[config.mk]
export PLATFORM = sky130hd
export DESIGN_NAME = gss_core
export DESIGN_NICKNAME = d
export VERILOG_FILES = /design/src/design/gss_pkg.sv /design/src/design/gss_offset.sv /design/src/design/gss_core.sv
export SDC_FILE = /design/constraint.sdc
export NUM_CORES = 2
export LEC_CHECK = 0
export BUFFER_PORTS_ARGS = -buffer_cell sky130_fd_sc_hd__buf_2
export CELL_PAD_IN_SITES_DETAIL_PLACEMENT = 1
export CELL_PAD_IN_SITES_GLOBAL_PLACEMENT = 1
export CORE_ASPECT_RATIO = 1.5
export CORE_MARGIN = 2
export CORE_UTILIZATION = 46
export DETAILED_ROUTE_END_ITERATION = 8
export PLACE_DENSITY_LB_ADDON = 0.08
export SETUP_SLACK_MARGIN = 0.05
export SYNTH_ARGS = -nofsm -noshare
export SYNTH_HDL_FRONTEND = slang
export SYNTH_SLANG_ARGS = --single-unit
[constraint.sdc]
create_clock -name clk -period 13.45 [get_ports clk]
set_clock_uncertainty 0.05 [all_clocks]
set_input_delay 2.69 -clock clk [delete_from_list [all_inputs] [get_ports clk]]
set_output_delay 2.69 -clock clk [all_outputs]
set_load 0.005 [all_outputs]
[src/design/gss_pkg.sv]
package gss_pkg;

  localparam int VALUE_WIDTH = 32;
  localparam int FRAC_BITS   = 16;
  localparam int TOL_WIDTH   = 31;
  localparam int CFG_IDX_W   = 2;
  localparam int PROD_W      = VALUE_WIDTH + FRAC_BITS;

  // 1/phi in Q0.32, cut down to FRAC_BITS fraction bits
  localparam logic [31:0] GOLDEN_Q32 = 32'h9E3779B9;
  localparam logic [FRAC_BITS-1:0] GOLDEN = FRAC_BITS'(GOLDEN_Q32 >> (32 - FRAC_BITS));
  localparam logic [PROD_W-1:0] HALF_LSB = PROD_W'(1) << (FRAC_BITS - 1);

  localparam logic MODE_START = 1'b0;
  localparam logic MODE_ERROR = 1'b1;

  localparam logic [CFG_IDX_W-1:0] REG_LOWER_BOUND    = 2'd0;
  localparam logic [CFG_IDX_W-1:0] REG_UPPER_BOUND    = 2'd1;
  localparam logic [CFG_IDX_W-1:0] REG_STOP_TOLERANCE = 2'd2;

  localparam logic signed [VALUE_WIDTH-1:0] LOWER_RESET = 32'sd0;
  localparam logic signed [VALUE_WIDTH-1:0] UPPER_RESET = 32'sd65536;
  localparam logic [TOL_WIDTH-1:0]          TOL_RESET   = 31'd66;

  typedef logic signed [VALUE_WIDTH-1:0] value_t;

  typedef struct packed {
    logic   mode;
    value_t error_value;
  } gss_req_t;

  typedef struct packed {
    value_t next_param;
    logic   done_res;
  } gss_rsp_t;

  typedef struct packed {
    value_t                lower_bound;
    value_t                upper_bound;
    logic [TOL_WIDTH-1:0]  stop_tolerance;
  } gss_cfg_t;

  // golden offset of one bracket, with its width magnitude and direction
  typedef struct packed {
    logic [VALUE_WIDTH-1:0] q;
    logic [VALUE_WIDTH-1:0] mag;
    logic                   desc;
  } gss_ofs_t;

endpackage

[src/design/gss_offset.sv]
module gss_offset (
  input  gss_pkg::value_t  lo,
  input  gss_pkg::value_t  hi,
  output gss_pkg::gss_ofs_t ofs
);
  import gss_pkg::*;

  logic                   desc;
  logic [VALUE_WIDTH-1:0] mag;
  logic [PROD_W-1:0]      prod;
  logic [PROD_W-1:0]      rounded;

  assign desc    = hi < lo;
  // the exact width always fits the unsigned word
  assign mag     = desc ? VALUE_WIDTH'(lo - hi) : VALUE_WIDTH'(hi - lo);
  assign prod    = PROD_W'(mag) * PROD_W'(GOLDEN);
  assign rounded = prod + HALF_LSB;

  assign ofs.q    = rounded[PROD_W-1:FRAC_BITS];
  assign ofs.mag  = mag;
  assign ofs.desc = desc;

endmodule

[src/design/gss_core.sv]
module gss_core (
  input  logic              clk,
  input  logic              rst,
  input  gss_pkg::gss_cfg_t cfg,
  input  logic              req_valid,
  output logic              req_stall,
  input  gss_pkg::gss_req_t req,
  output logic              rsp_valid,
  input  logic              rsp_stall,
  output gss_pkg::gss_rsp_t rsp
);
  import gss_pkg::*;

  localparam logic [2:0] P_LOWER = 3'd0;
  localparam logic [2:0] P_UPPER = 3'd1;
  localparam logic [2:0] P_C     = 3'd2;
  localparam logic [2:0] P_D     = 3'd3;
  localparam logic [2:0] P_NEW_C = 3'd4;
  localparam logic [2:0] P_NEW_D = 3'd5;

  value_t     left_edge, right_edge, inner_low, inner_high;
  value_t     err_inner_low, err_inner_high;
  logic [2:0] phase;

  value_t     left_edge_next, right_edge_next, inner_low_next, inner_high_next;
  value_t     err_inner_low_next, err_inner_high_next;
  logic [2:0] phase_next;
  gss_rsp_t   rsp_next;

  gss_ofs_t   ofs_full, ofs_keep_low, ofs_keep_high;
  value_t     c_full, d_full, c_new, d_new;
  value_t     err_lo_fresh, err_hi_fresh;
  logic       take_low;
  logic       accept;

  // full bracket, bracket [left, d] and bracket [c, right] side by side
  gss_offset u_ofs_full (.lo(left_edge), .hi(right_edge), .ofs(ofs_full));
  gss_offset u_ofs_keep_low (.lo(left_edge), .hi(inner_high), .ofs(ofs_keep_low));
  gss_offset u_ofs_keep_high (.lo(inner_low), .hi(right_edge), .ofs(ofs_keep_high));

  assign c_full = ofs_full.desc ? right_edge + ofs_full.q : right_edge - ofs_full.q;
  assign d_full = ofs_full.desc ? left_edge - ofs_full.q : left_edge + ofs_full.q;
  assign c_new  = ofs_keep_low.desc ? inner_high + ofs_keep_low.q
                                    : inner_high - ofs_keep_low.q;
  assign d_new  = ofs_keep_high.desc ? inner_low - ofs_keep_high.q
                                     : inner_low + ofs_keep_high.q;

  // use the fresh error in place of the stored one when comparing
  assign err_lo_fresh = (phase == P_NEW_C) ? req.error_value : err_inner_low;
  assign err_hi_fresh = (phase == P_D || phase == P_NEW_D) ? req.error_value
                                                           : err_inner_high;
  assign take_low     = err_lo_fresh < err_hi_fresh;

  assign req_stall = rsp_valid && rsp_stall;
  assign accept    = req_valid && !req_stall;

  always_comb begin
    left_edge_next      = left_edge;
    right_edge_next     = right_edge;
    inner_low_next      = inner_low;
    inner_high_next     = inner_high;
    err_inner_low_next  = err_inner_low;
    err_inner_high_next = err_inner_high;
    phase_next          = phase;
    rsp_next.next_param = right_edge;
    rsp_next.done_res   = 1'b0;

    if (req.mode == MODE_START) begin
      left_edge_next      = cfg.lower_bound;
      right_edge_next     = cfg.upper_bound;
      phase_next          = P_LOWER;
      rsp_next.next_param = cfg.lower_bound;
    end else begin
      case (phase)
        P_UPPER: begin
          inner_low_next      = c_full;
          rsp_next.next_param = c_full;
          phase_next          = P_C;
        end
        P_C: begin
          err_inner_low_next  = req.error_value;
          inner_high_next     = d_full;
          rsp_next.next_param = d_full;
          phase_next          = P_D;
        end
        P_D, P_NEW_C, P_NEW_D: begin
          if (take_low) begin
            right_edge_next     = inner_high;
            inner_high_next     = inner_low;
            err_inner_high_next = err_lo_fresh;
            err_inner_low_next  = err_lo_fresh;
            inner_low_next      = c_new;
            rsp_next.next_param = c_new;
            phase_next          = P_NEW_C;
            rsp_next.done_res   = (phase != P_D) &&
                                  (ofs_keep_low.mag < {1'b0, cfg.stop_tolerance});
          end else begin
            left_edge_next      = inner_low;
            inner_low_next      = inner_high;
            err_inner_low_next  = err_hi_fresh;
            err_inner_high_next = err_hi_fresh;
            inner_high_next     = d_new;
            rsp_next.next_param = d_new;
            phase_next          = P_NEW_D;
            rsp_next.done_res   = (phase != P_D) &&
                                  (ofs_keep_high.mag < {1'b0, cfg.stop_tolerance});
          end
        end
        default: begin
          // waiting for the lower bound error: propose the upper bound
          rsp_next.next_param = right_edge;
          phase_next          = P_UPPER;
        end
      endcase
    end
  end

  always_ff @(posedge clk) begin
    if (rst) begin
      left_edge      <= '0;
      right_edge     <= '0;
      inner_low      <= '0;
      inner_high     <= '0;
      err_inner_low  <= '0;
      err_inner_high <= '0;
      phase          <= P_LOWER;
      rsp_valid      <= 1'b0;
    end else begin
      if (accept) begin
        left_edge      <= left_edge_next;
        right_edge     <= right_edge_next;
        inner_low      <= inner_low_next;
        inner_high     <= inner_high_next;
        err_inner_low  <= err_inner_low_next;
        err_inner_high <= err_inner_high_next;
        phase          <= phase_next;
      end
      rsp_valid <= accept || (rsp_valid && rsp_stall);
    end
  end

  always_ff @(posedge clk) begin
    if (accept) begin
      rsp <= rsp_next;
    end
  end

endmodule

# == Yosys cells after proc, flatten, opt, wreduce, memory -nomap -nowiden ==
# Index checks and enable logic that the tools add are counted.
# word_totals
reg_bits,229
input_bits,132
wordCells,88
# classes
addsub,17
multipliers,3
magnitude_cmp,6
n_eq_ne,9
mux,27
reduce_logical,16
# ops
operator,n
32-bit 2-to-1 mux,19
32-bit subtractor,10
32-bit case mux with 2 select lines,3
"48-bit by 16-bit adder with 48-bit output, second input constant",3
"32-bit by 16-bit multiplier with 48-bit output, second input constant",3
32-bit adder,4
32-bit < comparator,4
32-bit case mux with 3 select lines,1
32-bit by 31-bit < comparator with 1-bit output,2
33-bit 2-to-1 mux,1
3-bit AND reduction,5
3-bit case mux with 3 select lines,1
"3-bit by 2-bit equality test with 1-bit output, second input constant",2
"3-bit equality test, second input constant",2
1-bit logical AND,4
"2-bit by 1-bit != test with 1-bit output, second input constant",2
2-bit nonzero test,2
"3-bit by 1-bit equality test with 1-bit output, second input constant",1
3-bit 2-to-1 mux,1
"3-bit by 2-bit != test with 1-bit output, second input constant",1
3-bit OR reduction,1
1-bit logical OR,2
"2-bit != test, second input constant",1
2-bit AND reduction,1
2 further kinds,2

# == Depth between registers and ports, before layout ==
# depth
word_depth,9
ltp_mapped,58

# == By module ==
# Synthesis repeated with hierarchy kept, for this count alone.
# hier_totals
cells_unflattened,7723
area_unflattened_um2,63942.6
# by_module_without_submodules
mod,instances,cells_each,area_each_um2,seq_area_each_um2
gss_core,1,3035,22841.9,4914.7
gss_offset (u_ofs_full),1,1575,13832.0,0.0
gss_offset (u_ofs_keep_low),1,1567,13721.9,0.0
gss_offset (u_ofs_keep_high),1,1546,13546.7,0.0

# == Least setup slack after synthesis ==
# No wires, ideal clock.
# synth_timing
kind,flip-flop to flip-flop
startpoint,register right_edge[21]
endpoint,"register rsp[30] (netlist name), data pin"
setup_ps,268
arrival_time_ps,12688
required_ps,13132
setup_slack_ps,444
stages_incl_launch_ff,54
path_buffers,4
path_cell_list,dfxtp_1 > inv_1 > ha_1 > clkbuf_1 > a21o_1 > a21o_1 > a21oi_1 > o21ai_0 > a221o_1 > a221o_1 > a41o_1 > a21oi_1 > buf_2 > buf_1 > nor2_1 > a21oi_1 > xor2_1 > ha_1 > [... 18 more ...] > nand2_1 > nor3b_1 > a211oi_1 > o21ai_0 > xnor2_1 > ha_1 > a21oi_1 > o31ai_1 > and2_1 > o31a_1 > or4_1 > o31a_1 > a2111oi_0 > o21ai_0 > xnor2_1 > nor2_1 > a2111oi_0 > a21oi_1
# synth_rtl
item,line_no,rtl
start: declaration,gss_core.sv:21,"value_t left_edge, right_edge, inner_low, inner_high;"
start signal: assignment,gss_core.sv:131,right_edge <= right_edge_next;
end signal: assignment,gss_core.sv:144,rsp <= rsp_next;
end: declaration,gss_core.sv:10,output gss_pkg::gss_rsp_t rsp

==> results.py <==
metrics = {
    "logic_synthesis": {
        "synth_top_family_by_area": "adder cells",
        "ys_ff_latch": 229,
        "synthAdderAreaFrac_pct": 42.3,
        "yosys_warnings": 0,
        "synthArstFlopShare_pct": 0,
        "ys.flop_type": "dfxtp_1",
        "synthCells": 7834,
        "ys_types": 101,
        "yosysSeqAreaShare_pct": 7.68,
        "syn_area_um2": 64000,
        "synth_nets": 9719,
        "synth_edf_count": 33,
        "synth-compound-area-share_pct": 20.5,
        "synth_simple_gate_area_share_pct": 11.7,
        "synth_mux_area_share_pct": 2.65,
        "synth.avg_cell_area_um2": 8.17,
        "synth_xor_area_share_pct": 5.39,
    },
    "drt": {
        "avgViaCountPerCell": 6.01,
        "wirelength_um": 304000,
        "ant_nets": 0,
        "wl_per_cell_um": 28.2,
        "drc": 0,
        "drtPass1Iterations": 5,
        "drtIter0Drc": 3985,
        "vias": 64800,
    },
    "floorplan": {
        "die_w_um": 309,
        "boundaryPins": 167,
        "core_um2": 138000,
        "start_util_pct": 46.3,
        "die_y_um": 461,
        "die_area_um2": 142000,
        "num_rows": 167,
    },
    "critical_path": {
        "cp_max_fo": 7,
        "crit_top_cell": "buf_4",
        "cp-end-kind": "flop",
        "reg2reg_slack_ns": 0.19,
        "max_stage_delay_ns": 0.52,
        "critPathArrivalTime_ns": 13.65,
        "worstSetupPathType": "flop to flop",
        "crit_path_top_delay_cell": "fa_1",
        "crit_required_ns": 13.85,
        "startpoint_type": "flop",
    },
    "clock_tree": {
        "clockRootBuffer": "clkbuf_16",
        "clock_sinks": 229,
        "htree_levels": 2,
        "cts_tree": "done",
        "cts_hold_buf": 0,
        "clock_latency_ns": 0.59,
        "cts_made_buffers": 34,
        "max-clock-path-buffers": 3,
        "clkTransAtPathRegs_ns": 0.06,
    },
    "final_layout": {
        "areaGrowthSynthToFinish_pct": 21.5,
        "seqCellArea_um2": 4920,
        "multiInputGateArea_um2": 54400,
        "final_util_pct": 56.3,
        "nets": 10800,
        "nFillCells": 16700,
        "final_cell_mix": "inv_1 (1,368), buf_4 (1,122), ha_1 (1,049)",
        "drive_gt1_share_pct": 19.2,
        "final_common_cell": "inv_1",
    },
    "place": {
        "gp_congestion": 1.11,
        "place_hpwl_um": 259000,
        "portBuffers": 166,
    },
    "sta": {
        "slew_viol_final": 0,
        "period_share_pct": 98.6,
        "min_period_ns": 13.26,
        "fmax_mhz": 75.4,
        "tightest_slew_ns": 1.25,
        "final_hold_viol_count": 0,
        "relSlewSlack_pct": 15.9,
        "setup_viol": 0,
    },
    "outcome": {
        "outcome": "complete, no violations",
    },
    "grt": {
        "grt_pass1_vias": 71800,
        "grt_max_degree": 73,
        "antenna_found_initial": 29,
        "grt_pass1_wl_um": 443000,
        "grtUsageTotal_pct": 42.0,
        "gr-total-overflow": 0,
    },
    "min_path": {
        "hold_class": "flop to flop",
    },
    "job": {
        "drv_cap": 0,
    },
}
[path summary, 6_finish.rpt]
path                      startpoint            endpoint  cells after the start
setup reg to reg       right_edge[0]             rsp[25]                     61
setup / recovery       right_edge[0]             rsp[25]                     61
hold / removal    err_inner_high[23]  err_inner_high[23]                      2
hold reg to reg   err_inner_high[23]  err_inner_high[23]                      2
[worst max-delay path: cells and delay by family, from the launching register on]
| family | cells | cell delay, ns |
|---|---|---|
| XOR/XNOR | 4 | 0.76 |
| AND/OR/NAND/NOR | 11 | 2.05 |
| adder cells (fa/ha/maj) | 10 | 4.13 |
| buffers and inverters | 19 | 2.50 |
| flip-flops | 1 | 0.32 |
| AO/OA/AOI/OAI | 17 | 3.28 |
[sequential cells by signal, summed over array words and instances (netlist names)]
register        cells
inner_low          32
phase               3
err_inner_high     32
rsp                33
right_edge         32
left_edge          32
err_inner_low      32
rsp_valid           1
inner_high         32
[cells in the mapped netlist, drive strengths merged (33+ instances only)]
cell	count	area [µm²]
clkbuf	251	942
o21ai	362	1820
nand3	108	541
o211ai	59	448
mux2i	127	1270
a21oi	620	3120
nand2b	47	294
and3	42	263
edfxtp	33	991
nor2	473	1780
nor2b	47	294
and2	46	292
nand2	530	1990
o21bai	65	488
dfxtp	196	3920
or3	33	206
a21o	241	1810
a31oi	72	450
o21a	70	526
a311oi	56	490
mux2	38	428
fa	686	13700
ha	1067	13400
nor3	102	527
nand4	92	576
xor2	151	1320
xnor2	243	2130
a221oi	44	398
a211oi	154	1170
inv	1371	5150
[area by class of cell]
type / instances / share of cell area [%]
Antenna cell: 12 / 0.0386
Clock inverter: 13 / 0.183
Tap cell: 1859 / 2.99
Multi-Input combinational cell: 5950 / 70.0
Sequential cell: 229 / 6.33
Clock buffer: 48 / 1.31
Timing Repair Buffer: 1315 / 12.5
Inverter: 1372 / 6.63
[routing by layer]
| metal | wire [µm] | track usage (%) |
|---|---|---|
| met1 | 108000 | 44.8 |
| met5 | 155 | 0 |
| met2 | 146000 | 71.8 |
| met3 | 18900 | 7.60 |
| met4 | 30800 | 35.5 |
[metrics by stage]
stage	instances	cell area, µm²	setup WS (ns)	setup TNS (ns)	hold WS [ns]
2_1_floorplan	7834	64000	0.444	0	0.386
3_3_place_gp	10700	74700	-0.569	-2.17	0.391
3_5_place_dp	10700	74700	-0.791	-4.50	0.402
4_1_cts	10700	76100	0.0501	0	0.410
5_1_grt	10800	77700	-0.157	-0.364	0.430
6_report	10800	77700	0.192	0	0.409
[cells by family (layout without fill, tap and decap cells)]
group                      count (synthesis)  in the layout
AOI/OAI and AO/OA                       2020           2020
xor gates and xnor gates                 394            394
adders and majority gates               1753           1753
buffers and inverters                   1655           2748
DFF                                      229            229
muxes                                    165            165
other                                      0             12
and+or+nand+nor                         1618           1618
[what timing repair did]
action / CTS / global route
cloned: 0 / 2
resized for setup: 53 / 257
setup buffers: 3 / 40
pin swaps: 5 / 57
setup endpoints to repair: 24 / 43
Power is left out: the tool's default activity adds up to more than one toggle a clock period on the data nets, which glitch-free logic cannot reach.
