<file path="src/design/gss_pkg.sv">
package gss_pkg;

  localparam int VALUE_WIDTH = 32;
  localparam int FRAC_BITS   = 16;
  localparam int TOL_WIDTH   = 31;
  localparam int CFG_IDX_W   = 2;
  localparam int PROD_W      = VALUE_WIDTH + FRAC_BITS;

  // 1/phi in Q0.32, cut down to FRAC_BITS fraction bits
  localparam logic [31:0] GOLDEN_Q32 = 32'h9E3779B9;
  localparam logic [FRAC_BITS-1:0] GOLDEN = FRAC_BITS'(GOLDEN_Q32 >> (32 - FRAC_BITS));
  localparam logic [PROD_W-1:0] HALF_LSB = PROD_W'(1) << (FRAC_BITS - 1);

  localparam logic MODE_START = 1'b0;
  localparam logic MODE_ERROR = 1'b1;

  localparam logic [CFG_IDX_W-1:0] REG_LOWER_BOUND    = 2'd0;
  localparam logic [CFG_IDX_W-1:0] REG_UPPER_BOUND    = 2'd1;
  localparam logic [CFG_IDX_W-1:0] REG_STOP_TOLERANCE = 2'd2;

  localparam logic signed [VALUE_WIDTH-1:0] LOWER_RESET = 32'sd0;
  localparam logic signed [VALUE_WIDTH-1:0] UPPER_RESET = 32'sd65536;
  localparam logic [TOL_WIDTH-1:0]          TOL_RESET   = 31'd66;

  typedef logic signed [VALUE_WIDTH-1:0] value_t;

  typedef struct packed {
    logic   mode;
    value_t error_value;
  } gss_req_t;

  typedef struct packed {
    value_t next_param;
    logic   done_res;
  } gss_rsp_t;

  typedef struct packed {
    value_t                lower_bound;
    value_t                upper_bound;
    logic [TOL_WIDTH-1:0]  stop_tolerance;
  } gss_cfg_t;

  // golden offset of one bracket, with its width magnitude and direction
  typedef struct packed {
    logic [VALUE_WIDTH-1:0] q;
    logic [VALUE_WIDTH-1:0] mag;
    logic                   desc;
  } gss_ofs_t;

endpackage

</file>
<file path="src/design/gss_cfg.sv">
module gss_cfg (
  input  logic                             clk,
  input  logic                             rst,
  input  logic                             cfg_valid,
  output logic                             cfg_ready,
  input  logic [gss_pkg::CFG_IDX_W-1:0]    cfg_index,
  input  logic [gss_pkg::VALUE_WIDTH-1:0]  cfg_data,
  output gss_pkg::gss_cfg_t                cfg
);
  import gss_pkg::*;

  assign cfg_ready = 1'b1;

  always_ff @(posedge clk) begin
    if (rst) begin
      cfg.lower_bound    <= LOWER_RESET;
      cfg.upper_bound    <= UPPER_RESET;
      cfg.stop_tolerance <= TOL_RESET;
    end else if (cfg_valid && cfg_ready) begin
      case (cfg_index)
        REG_LOWER_BOUND:    cfg.lower_bound    <= cfg_data;
        REG_UPPER_BOUND:    cfg.upper_bound    <= cfg_data;
        REG_STOP_TOLERANCE: cfg.stop_tolerance <= cfg_data[TOL_WIDTH-1:0];
        default: begin
          // drop writes past the register list
        end
      endcase
    end
  end

endmodule

</file>
<file path="config.mk">
export PLATFORM = sky130hd
export DESIGN_NAME = gss_cfg
export DESIGN_NICKNAME = d
export VERILOG_FILES = /design/src/design/gss_pkg.sv /design/src/design/gss_cfg.sv
export SDC_FILE = /design/constraint.sdc
export NUM_CORES = 1
export LEC_CHECK = 0
export ABC_AREA = 0
export BUFFER_PORTS_ARGS = -buffer_cell sky130_fd_sc_hd__clkbuf_2
export CAP_MARGIN = 20
export CORE_MARGIN = 5
export CORE_UTILIZATION = 50
export CTS_BUF_LIST = sky130_fd_sc_hd__clkbuf_8
export CTS_CLUSTER_SIZE = 8
export DETAILED_ROUTE_END_ITERATION = 8
export PLACE_DENSITY = 0.83
export REMOVE_ABC_BUFFERS = 1
export SLEW_MARGIN = 20
export SYNTH_ARGS = -nofsm -noshare
export SYNTH_HDL_FRONTEND = slang
export SYNTH_SLANG_ARGS = --single-unit
</file>
<file path="constraint.sdc">
create_clock -name clk -period 1.4 [get_ports clk]
set_input_delay 0.35 -clock clk [delete_from_list [all_inputs] [get_ports clk]]
set_output_delay 0.35 -clock clk [all_outputs]
set_load 0.02 [all_outputs]
</file>
Yosys cells after proc, flatten, opt, wreduce, memory -nomap -nowiden. Cells that the tools add are included. W data, S select, Z words.

Equal/unequal tests: 2. Reductions and logical operators: 4.

Operators with widths (number): $reduce_and A2 Y1 (3); $eq A2 B1 Y1 const B (1); $eq A2 B2 Y1 const B (1); $logic_not A2 Y1 (1).

Bits in registers: 95. Logic and storage cells: 9. Output and inout port bits: 96. Input port bits: 37.

Logic depth before layout (Yosys ltp). Gate-level depths: netlist of run 1.

Word-level depth: 2. Depth in mapped cells: 4. Depth with buffers taken out: 2.

Worst setup path before layout of run 1. Ideal clock, no wire load.

Kind: input to register. From: input cfg_index[1] (netlist bit). To: register cfg[88] (netlist bit). Data required time: 1.278 ns. Path slack: 0.294 ns. Cell stages on the path: 3. Setup time: 0.122 ns. Data arrival time: 0.984 ns. Cells stage by stage: or3b_1 -> buf_2 -> mux2i_1.

Longest elaborated chain between the ends: 2.

RTL lines: from (decl) (RTL line gss_cfg.sv:6) `input logic [gss_pkg::CFG_IDX_W-1:0] cfg_index,`; $logic_not A2 Y1 (RTL line gss_cfg.sv:20) `case (cfg_index)`; $reduce_and A2 Y1 (no line); to (decl) (RTL line gss_cfg.sv:8) `output gss_pkg::gss_cfg_t cfg`.

No other way between the ends. A chain may end at the register's enable or synchronous reset.

Final worst setup path of run 1.
From: register cfg[28] (netlist bit). To: output cfg[28] (netlist bit).

No word-level cell between the ends.

==> impl_metrics.csv, run 1 <==
group,metric,value,unit
outcome,status,"complete, no violations",
timing,rsz0062_at_grt,"no",
floorplan,core_region_area,7607,um^2
run,maxCapViolCount,0,
synthesis,synthMuxAreaShare,24.72,%
worst_setup_path,max_stage_delay,0.37,ns
cells_and_area,largest_register_ffs,95,
cells_and_area,final_area,4856,um^2
synthesis,yosys.area_share.simple,21.92,%
synthesis,synth_cell_types,13,
place,preCtsSetupSlack,0.07264,ns
cells_and_area,top_regs,"cfg x95",
cells_and_area,nFillCells,654,
synthesis,seq_area_frac_synth,49.43,%
cells_and_area,top_register,"cfg",
routing,first_pass_iters,4,
cells_and_area,antenna-diode-count,0,
floorplan,die_y,97.72,um
power,p_leak,2.432,nW
synthesis,yosys.area_share.adder,0,%
synthesis,synth.top_cell.area_share,49.43,%
clocking,cts_setup_buffers,0,
timing,hold_violations,0,
synthesis,synthTopCellsByCount,"nand2b_1 (124), dfxtp_1 (95), mux2i_1 (95)",
clocking,clock_path_buffers,2,
worst_setup_path,crit_buf_inv,1,
synthesis,synth_top_area_cell,"dfxtp_1",
worst_setup_path,cpLargestDelayFamily,"flip-flops",
timing,hold-worst-slack,0.2791,ns
timing,fin_crit,1.249,ns
place,port_buffers,131,
clocking,cts_tree,"done",
grt,grt_pass1_wl,14090,um
synthesis,syn_area,3847,um^2
routing,drcViolationCount,0,
synthesis,synthArstFlopShare,0,%
floorplan,die_area,9549,um^2
place,gp_congestion,0.7697,
power,vdd_ir_drop_max,741.5,uV
timing,tns,0,ns
clocking,cts_resized,0,
timing,skew,0,ns
synthesis,synth_top_family_by_area,"multiplexers",
synthesis,synth_edf_count,0,
cells_and_area,drive_above_1_share,31.67,%
timing,fmax,800.7,MHz
grt,grt_usage,17.83,%
grt,grt_pass1_vias,2920,
clocking,postCtsHoldBufs,0,
place,detailed_place_hpwl,5932,um
worst_setup_path,crit_path_start_kind,"flop",
synthesis,synth_compound_area_share,0,%
cells_and_area,post-route-util,63.83,%
power,power.density,1148,nW/um^2
routing,ant_nets,0,
clocking,numCtsBuffers,9,
clocking,root_buffer,"clkbuf_8",
floorplan,initial_utilization,50.58,%
floorplan,rows,32,
clocking,cts_num_sinks,95,
synthesis,yosysMostFrequentCell,"nand2b_1",
floorplan,ios,133,
floorplan,die_x,97.72,um
grt,grt_max_degree,67,
cells_and_area,final_nets,512,
synthesis,synth_area_leaders,"dfxtp_1 (49%), mux2i_1 (25%), nand2b_1 (20%)",
cells_and_area,multi_input_area,1804,um^2
cells_and_area,seqCellArea,1902,um^2
synthesis,avgSynthCellArea,10.93,um^2
synthesis,synthXorXnorAreaFrac,0,%
min_path,hold_path_class,"in2reg",
routing,via_count,2809,
synthesis,synthCells,352,
place,detailed_place.area,4617,um^2
cells_and_area,syn2layout_area_growth,26.21,%
timing,fin_crit_sh,89.21,%
clocking,worstSkewPairLatency,0.35,ns
timing,fin_ws,0.1511,ns
timing,maxSlewViolCount,0,
routing,wl,8266,um
routing,via_per_inst,4.826,
worst_setup_path,cp.arrival,0.90,ns
synthesis,yosysWarnings,0,
clocking,clk_pin_slew,0.09,ns
worst_setup_path,critPathSlowestCell,"dfxtp_1",
routing,wl_per_cell,14.20,um
clocking,h-tree-depth,3,
routing,dr.first_iter.drc_count,50,
synthesis,synth-main-ff-cell,"dfxtp_1",
grt,antenna_found_initial,0,
worst_setup_path,crit_path_max_fanout,2,
synthesis,ys_seq_elements,95,
worst_setup_path,path_class,"reg2out",
grt,grt_overflow,0,
worst_setup_path,cp-end-kind,"output pin",
worst_setup_path,cp_cell_sequence,"clkbuf_2",
timing,setup_violations,0,
worst_setup_path,critPathRequiredTime,1.05,ns
-- power by group --
part	internal [mW]	switching (mW)	leakage [nW]	total [mW]
clock network	1.22	0.882	0.130	2.10
logic	0.275	0.348	1.53	0.623
registers	2.80	0.0536	0.772	2.85
-- layout make-up --
cell class                      instances  area share (%)
Clock buffer                           10           2.834
Sequential cell                        95           39.17
Clock inverter                          6           2.087
Multi-Input combinational cell        231           37.16
Tap cell                              102           2.628
Timing Repair Buffer                  138           16.13
-- cells in the final DEF, fill, tap and decap left out --
cell type / instances
and3b_1: 1
nor3b_4: 1
or3b_1: 1
nand3b_1: 2
mux2i_1: 95
conb_1: 1
clkbuf_2: 131
buf_12: 6
dfxtp_1: 95
nand2b_1: 124
inv_1: 3
clkbuf_8: 10
buf_4: 1
nor2_1: 6
bufinv_16: 3
-- final timing paths --
kind	depth (start not counted)	slack [ns]	end	start
min reg2reg	2	0.47	cfg[67]	cfg[67]
max reg2reg	2	0.75	cfg[39]	cfg[39]
min	3	0.28	cfg[16]	cfg_data[16]
max	1	0.15	cfg[28]	cfg[28]
-- cells by family after synthesis --
| logic type | Yosys count |
|---|---|
| and+or+nand+nor | 135 |
| muxes | 95 |
| DFF | 95 |
| buffers and inverters | 26 |
| other | 1 |
-- stage by stage --
step	power [mW]	std cells
floorplan	3.275	326
global placement	3.524	566
detailed placement	3.540	566
CTS	5.649	582
global route	5.815	582
finish	5.573	582
-- worst reg2reg max path, delay by kind of cell, from the launching register on --
kind | cells | cell delay, ns
flops | 1 | 0.35
simple gates | 1 | 0.07
mux | 1 | 0.16
-- routing by layer --
metal	global-route usage [%]	part of all wire, %	vias to the layer above
met5	0	0	-
met4	6.922	1.3	0
met3	4.092	6.1	11
met2	29.52	47	84
met1	22.59	46	1313
li1	-	-	1401
(Power assumes the default switching activity.)
==> inputs of run 2 (changes only) <==
==> constraint.sdc (replaced) <==
create_clock -name clk -period 1.6 [get_ports clk]
set_input_delay 0.4 -clock clk [delete_from_list [all_inputs] [get_ports clk]]
set_output_delay 0.4 -clock clk [all_outputs]
set_load 0.02 [all_outputs]
==> run 2 against run 1 <==
Against the previous run: total power decreased by 16%; die area unchanged; critical path type unchanged; sequential cell count unchanged; routed wire length decreased by 1.3%; worst setup slack improved by 0.16 ns.
==> impl_metrics.csv, run 2 (same netlist as run 1, synthesis figures left out) <==
group,metric,value,unit
cells_and_area,syn2layout_area_growth,25.01,%
worst_setup_path,max_stage_delay,0.36,ns
clocking,cts_num_sinks,95,
cells_and_area,post-route-util,63.22,%
grt,grt_max_degree,69,
grt,grt_pass1_vias,2924,
routing,dr.first_iter.drc_count,53,
cells_and_area,top_regs,"cfg x95",
place,port_buffers,131,
grt,grt_usage,17.10,%
cells_and_area,most-common-layout-cells,"clkbuf_2 (131), nand2b_1 (124), mux2i_1 (95), dfxtp_1 (95), clkbuf_8 (10)",
timing,hold_violations,0,
timing,fin_ws,0.3145,ns
worst_setup_path,critPathSlowestCell,"dfxtp_1",
power,p_leak,2.402,nW
routing,drcViolationCount,0,
cells_and_area,largest_register_ffs,95,
clocking,numCtsBuffers,9,
place,gp_congestion,0.7382,
run,maxCapViolCount,0,
worst_setup_path,critPathRequiredTime,1.20,ns
timing,rsz0062_at_grt,"no",
floorplan,die_x,97.72,um
worst_setup_path,cpLargestDelayFamily,"flip-flops",
floorplan,ios,133,
clocking,cts_setup_buffers,0,
clocking,cts_resized,0,
routing,routed-wl-met3,526,um
timing,fin_crit,1.286,ns
routing,wl_per_cell,14.07,um
timing,fmax,777.9,MHz
grt,antenna_found_initial,0,
clocking,h-tree-depth,3,
timing,hold-worst-slack,0.3201,ns
clocking,cts_tree,"done",
cells_and_area,final_nets,511,
floorplan,die_y,97.72,um
worst_setup_path,path_class,"reg2out",
clocking,postCtsHoldBufs,0,
clocking,clk_pin_slew,0.08,ns
floorplan,rows,32,
place,detailed_place.area,4597,um^2
routing,drt-met1-wl,3662,um
worst_setup_path,crit_path_max_fanout,2,
cells_and_area,antenna-diode-count,0,
routing,wl,8158,um
place,detailed_place_hpwl,5792,um
min_path,hold_path_class,"in2reg",
grt,grt_pass1_wl,13540,um
timing,tns,0,ns
timing,fin_crit_sh,80.34,%
worst_setup_path,cp-end-kind,"output pin",
timing,skew,0,ns
routing,ant_nets,0,
cells_and_area,final_area,4810,um^2
timing,setup_violations,0,
place,preCtsSetupSlack,0.2253,ns
clocking,clock_path_buffers,2,
routing,via_count,2789,
power,power.density,976.0,nW/um^2
grt,grt_overflow,0,
routing,via_per_inst,4.809,
routing,wl_met2,3878,um
outcome,status,"complete, no violations",
worst_setup_path,crit_buf_inv,1,
cells_and_area,top_register,"cfg",
timing,maxSlewViolCount,0,
floorplan,initial_utilization,50.58,%
clocking,root_buffer,"clkbuf_8",
floorplan,core_region_area,7607,um^2
routing,first_pass_iters,4,
floorplan,die_area,9549,um^2
worst_setup_path,cp_cell_sequence,"clkbuf_2",
cells_and_area,drive_above_1_share,31.59,%
power,vdd_ir_drop_max,450.9,uV
routing,top_layer,"met4",
worst_setup_path,crit_path_start_kind,"flop",
worst_setup_path,cp.arrival,0.89,ns
clocking,worstSkewPairLatency,0.34,ns
cells_and_area,layout_commonest_cell,"clkbuf_2",
[run 2: routing by layer]
layer | GRT usage (%) | vias up
met5 | 0 | -
met4 | 6.390 | 0
met3 | 4.738 | 9
met2 | 29.36 | 82
met1 | 20.37 | 1311
li1 | - | 1387
[run 2: worst paths after layout]
| kind | startpoint | to | slack, ns | cells past startpoint |
|---|---|---|---|---|
| min reg2reg | cfg[25] | cfg[25] | 0.48 | 2 |
| max reg2reg | cfg[61] | cfg[61] | 0.93 | 2 |
| min | cfg_data[31] | cfg[94] | 0.32 | 3 |
| max | cfg[79] | cfg[79] | 0.31 | 1 |
[run 2: stage by stage]
stage,cells,power [mW]
2_1_floorplan,326,2.866
3_3_place_gp,565,3.080
3_5_place_dp,565,3.093
4_1_cts,580,4.760
5_1_grt,580,4.895
6_report,580,4.694
[run 2: layout make-up]
cell class	count	area (um^2)
clock inverter	5	75.07
timing repair buffer	137	763.2
fill	650	2798
clock buffer	10	137.6
tap	102	127.6
multi-input combinational	231	1804
sequential	95	1902
[run 2: where the power goes]
group / internal, mW / switching, mW
Combinational: 0.237 / 0.304
Clock: 0.904 / 0.757
Sequential: 2.45 / 0.0452
==> inputs of run 3 (changes only) <==
--- a/config.mk
+++ b/config.mk
@@ -9,11 +9,11 @@
 export BUFFER_PORTS_ARGS = -buffer_cell sky130_fd_sc_hd__clkbuf_2
 export CAP_MARGIN = 20
 export CORE_MARGIN = 5
-export CORE_UTILIZATION = 50
+export CORE_UTILIZATION = 47
 export CTS_BUF_LIST = sky130_fd_sc_hd__clkbuf_8
 export CTS_CLUSTER_SIZE = 8
 export DETAILED_ROUTE_END_ITERATION = 8
-export PLACE_DENSITY = 0.83
+export PLACE_DENSITY = 0.82
 export REMOVE_ABC_BUFFERS = 1
 export SLEW_MARGIN = 20
 export SYNTH_ARGS = -nofsm -noshare
==> constraint.sdc (replaced) <==
create_clock -name clk -period 1.17 [get_ports clk]
set_input_delay 0.2925 -clock clk [delete_from_list [all_inputs] [get_ports clk]]
set_output_delay 0.2925 -clock clk [all_outputs]
set_load 0.02 [all_outputs]
==> run 3 against run 2 <==
Against the previous run: critical path type unchanged; worst setup slack got worse by 0.29 ns; global-route usage rose by 0.41 points; register-to-register slack worse by 0.50 ns; core utilization grew 3.9 points; design area is 13% higher; sequential share of layout area shrank 2.6 points.
==> impl_metrics.csv, run 3 (same netlist as run 1, synthesis figures left out) <==
group,metric,value,unit
routing,drcViolationCount,0,
floorplan,rows,33,
cells_and_area,top_register,"cfg",
worst_setup_path,cp.arrival,0.86,ns
cells_and_area,syn2layout_area_growth,41.24,%
grt,grt_max_degree,69,
worst_setup_path,max_stage_delay,0.35,ns
cells_and_area,antenna-diode-count,0,
clocking,h-tree-depth,3,
floorplan,die_area,10100,um^2
cells_and_area,largest_register_ffs,95,
clocking,cts_tree,"done",
timing,skew,0,ns
run,maxCapViolCount,0,
timing,hold_violations,0,
clocking,clk_pin_slew,0.09,ns
clocking,worstSkewPairLatency,0.34,ns
floorplan,die_x,100.5,um
cells_and_area,top_regs,"cfg x95",
cells_and_area,final_nets,525,
place,detailed_place_hpwl,6225,um
routing,first_pass_iters,4,
clocking,postCtsHoldBufs,0,
clocking,cts_num_sinks,95,
cells_and_area,layout_commonest_cell,"nand2b_1",
place,preCtsSetupSlack,-0.1115,ns
worst_setup_path,cpLargestDelayFamily,"flip-flops",
worst_setup_path,cp-end-kind,"output pin",
routing,wl,9145,um
worst_setup_path,path_class,"reg2out",
worst_setup_path,crit_path_start_kind,"flop",
power,power.density,1176,nW/um^2
timing,setup_violations,0,
min_path,hold_path_class,"in2reg",
floorplan,ios,133,
worst_setup_path,cp_cell_sequence,"clkbuf_4",
clocking,numCtsBuffers,9,
cells_and_area,nFillCells,606,
timing,fin_crit,1.148,ns
floorplan,core_region_area,8093,um^2
routing,via_count,2905,
worst_setup_path,crit_buf_inv,1,
cells_and_area,post-route-util,67.15,%
timing,maxSlewViolCount,0,
timing,tns,0,ns
cells_and_area,most-common-layout-cells,"nand2b_1 (124), mux2i_1 (95), dfxtp_2 (83)",
clocking,clock_path_buffers,2,
worst_setup_path,critPathRequiredTime,0.88,ns
place,port_buffers,131,
cells_and_area,seqCellArea,2006,um^2
routing,via_per_inst,4.866,
cells_and_area,multi_input_area,1804,um^2
timing,fmax,871.0,MHz
routing,wl_per_cell,15.32,um
grt,grt_overflow,0,
place,gp_congestion,0.6901,
worst_setup_path,crit_path_max_fanout,2,
grt,antenna_found_initial,0,
grt,grt_pass1_vias,2940,
timing,fin_crit_sh,98.13,%
timing,fin_ws,0.02188,ns
routing,ant_nets,0,
grt,grt_usage,17.51,%
power,vdd_ir_drop_max,645.4,uV
grt,grt_pass1_wl,14190,um
power,p_leak,2.607,nW
cells_and_area,drive_above_1_share,50.61,%
floorplan,die_y,100.5,um
outcome,status,"complete, no violations",
routing,dr.first_iter.drc_count,57,
clocking,root_buffer,"clkbuf_8",
floorplan,initial_utilization,47.54,%
worst_setup_path,critPathSlowestCell,"dfxtp_2",
-- run 3: cell count changes in the layout (fill, tap and decap cells not counted), moves of 2 or more --
| cell | change |
|---|---|
| dfxtp_1 | -83 |
| clkbuf_8 | +21 |
| clkbuf_4 | +9 |
| buf_8 | +7 |
| dfxtp_2 | +83 |
| clkbuf_2 | -94 |
| buf_2 | +2 |
| buf_4 | +66 |
| clkinvlp_4 | +3 |
-- run 3: tightest hold or removal path: stages --
cell and delay [ns]:
clkbuf_2 0.09, nand2b_1 0.08, mux2i_1 0.07
-- run 3: path summary, 6_finish.rpt --
path                            depth (start not counted)       to  slack (ns)    startpoint
worst max-delay path                                    1  cfg[28]        0.02       cfg[28]
worst min-delay path                                    3  cfg[16]        0.22  cfg_data[16]
worst max register to register                          3   cfg[1]        0.43        cfg[1]
worst min register to register                          2  cfg[68]        0.47       cfg[68]
-- run 3: timing repair --
item	CTS	global route
pin swaps	0	0
setup endpoints to repair	82	81
resized for setup	166	102
cloned	0	0
buffers inserted	0	10
-- run 3: final cells by class --
class,count,area share [%]
clock inverters,6,1.174
clock buffers,9,2.280
multi-input cells,231,33.20
repair buffers,151,24.02
flip-flops and latches,95,36.91
well taps,105,2.418
-- run 3: per-layer routing --
| layer | wire length [um] | track usage [%] |
|---|---|---|
| met5 | 0 | 0 |
| met4 | 136 | 5.389 |
| met3 | 620 | 4.152 |
| met2 | 4528 | 30.78 |
| met1 | 3861 | 21.15 |
-- run 3: report_power, final --
part	internal [mW]	total, mW	switching [mW]	leakage (nW)
Combinational	0.443	0.875	0.432	1.71
Sequential	3.36	3.44	0.0735	0.808
Clock	0.969	2.08	1.11	0.0848
-- run 3: metrics by stage --
step / cell area [um^2] / cells / hold WS, ns / total power, mW
floorplan: 3700 / 326 / 0.4490 / 3.919
global route: 5434 / 597 / 0.2154 / 6.665
global placement: 4643 / 572 / 0.4586 / 4.222
CTS: 5286 / 587 / 0.1949 / 6.407
finish: 5434 / 597 / 0.2188 / 6.390
detailed placement: 4643 / 572 / 0.4629 / 4.247
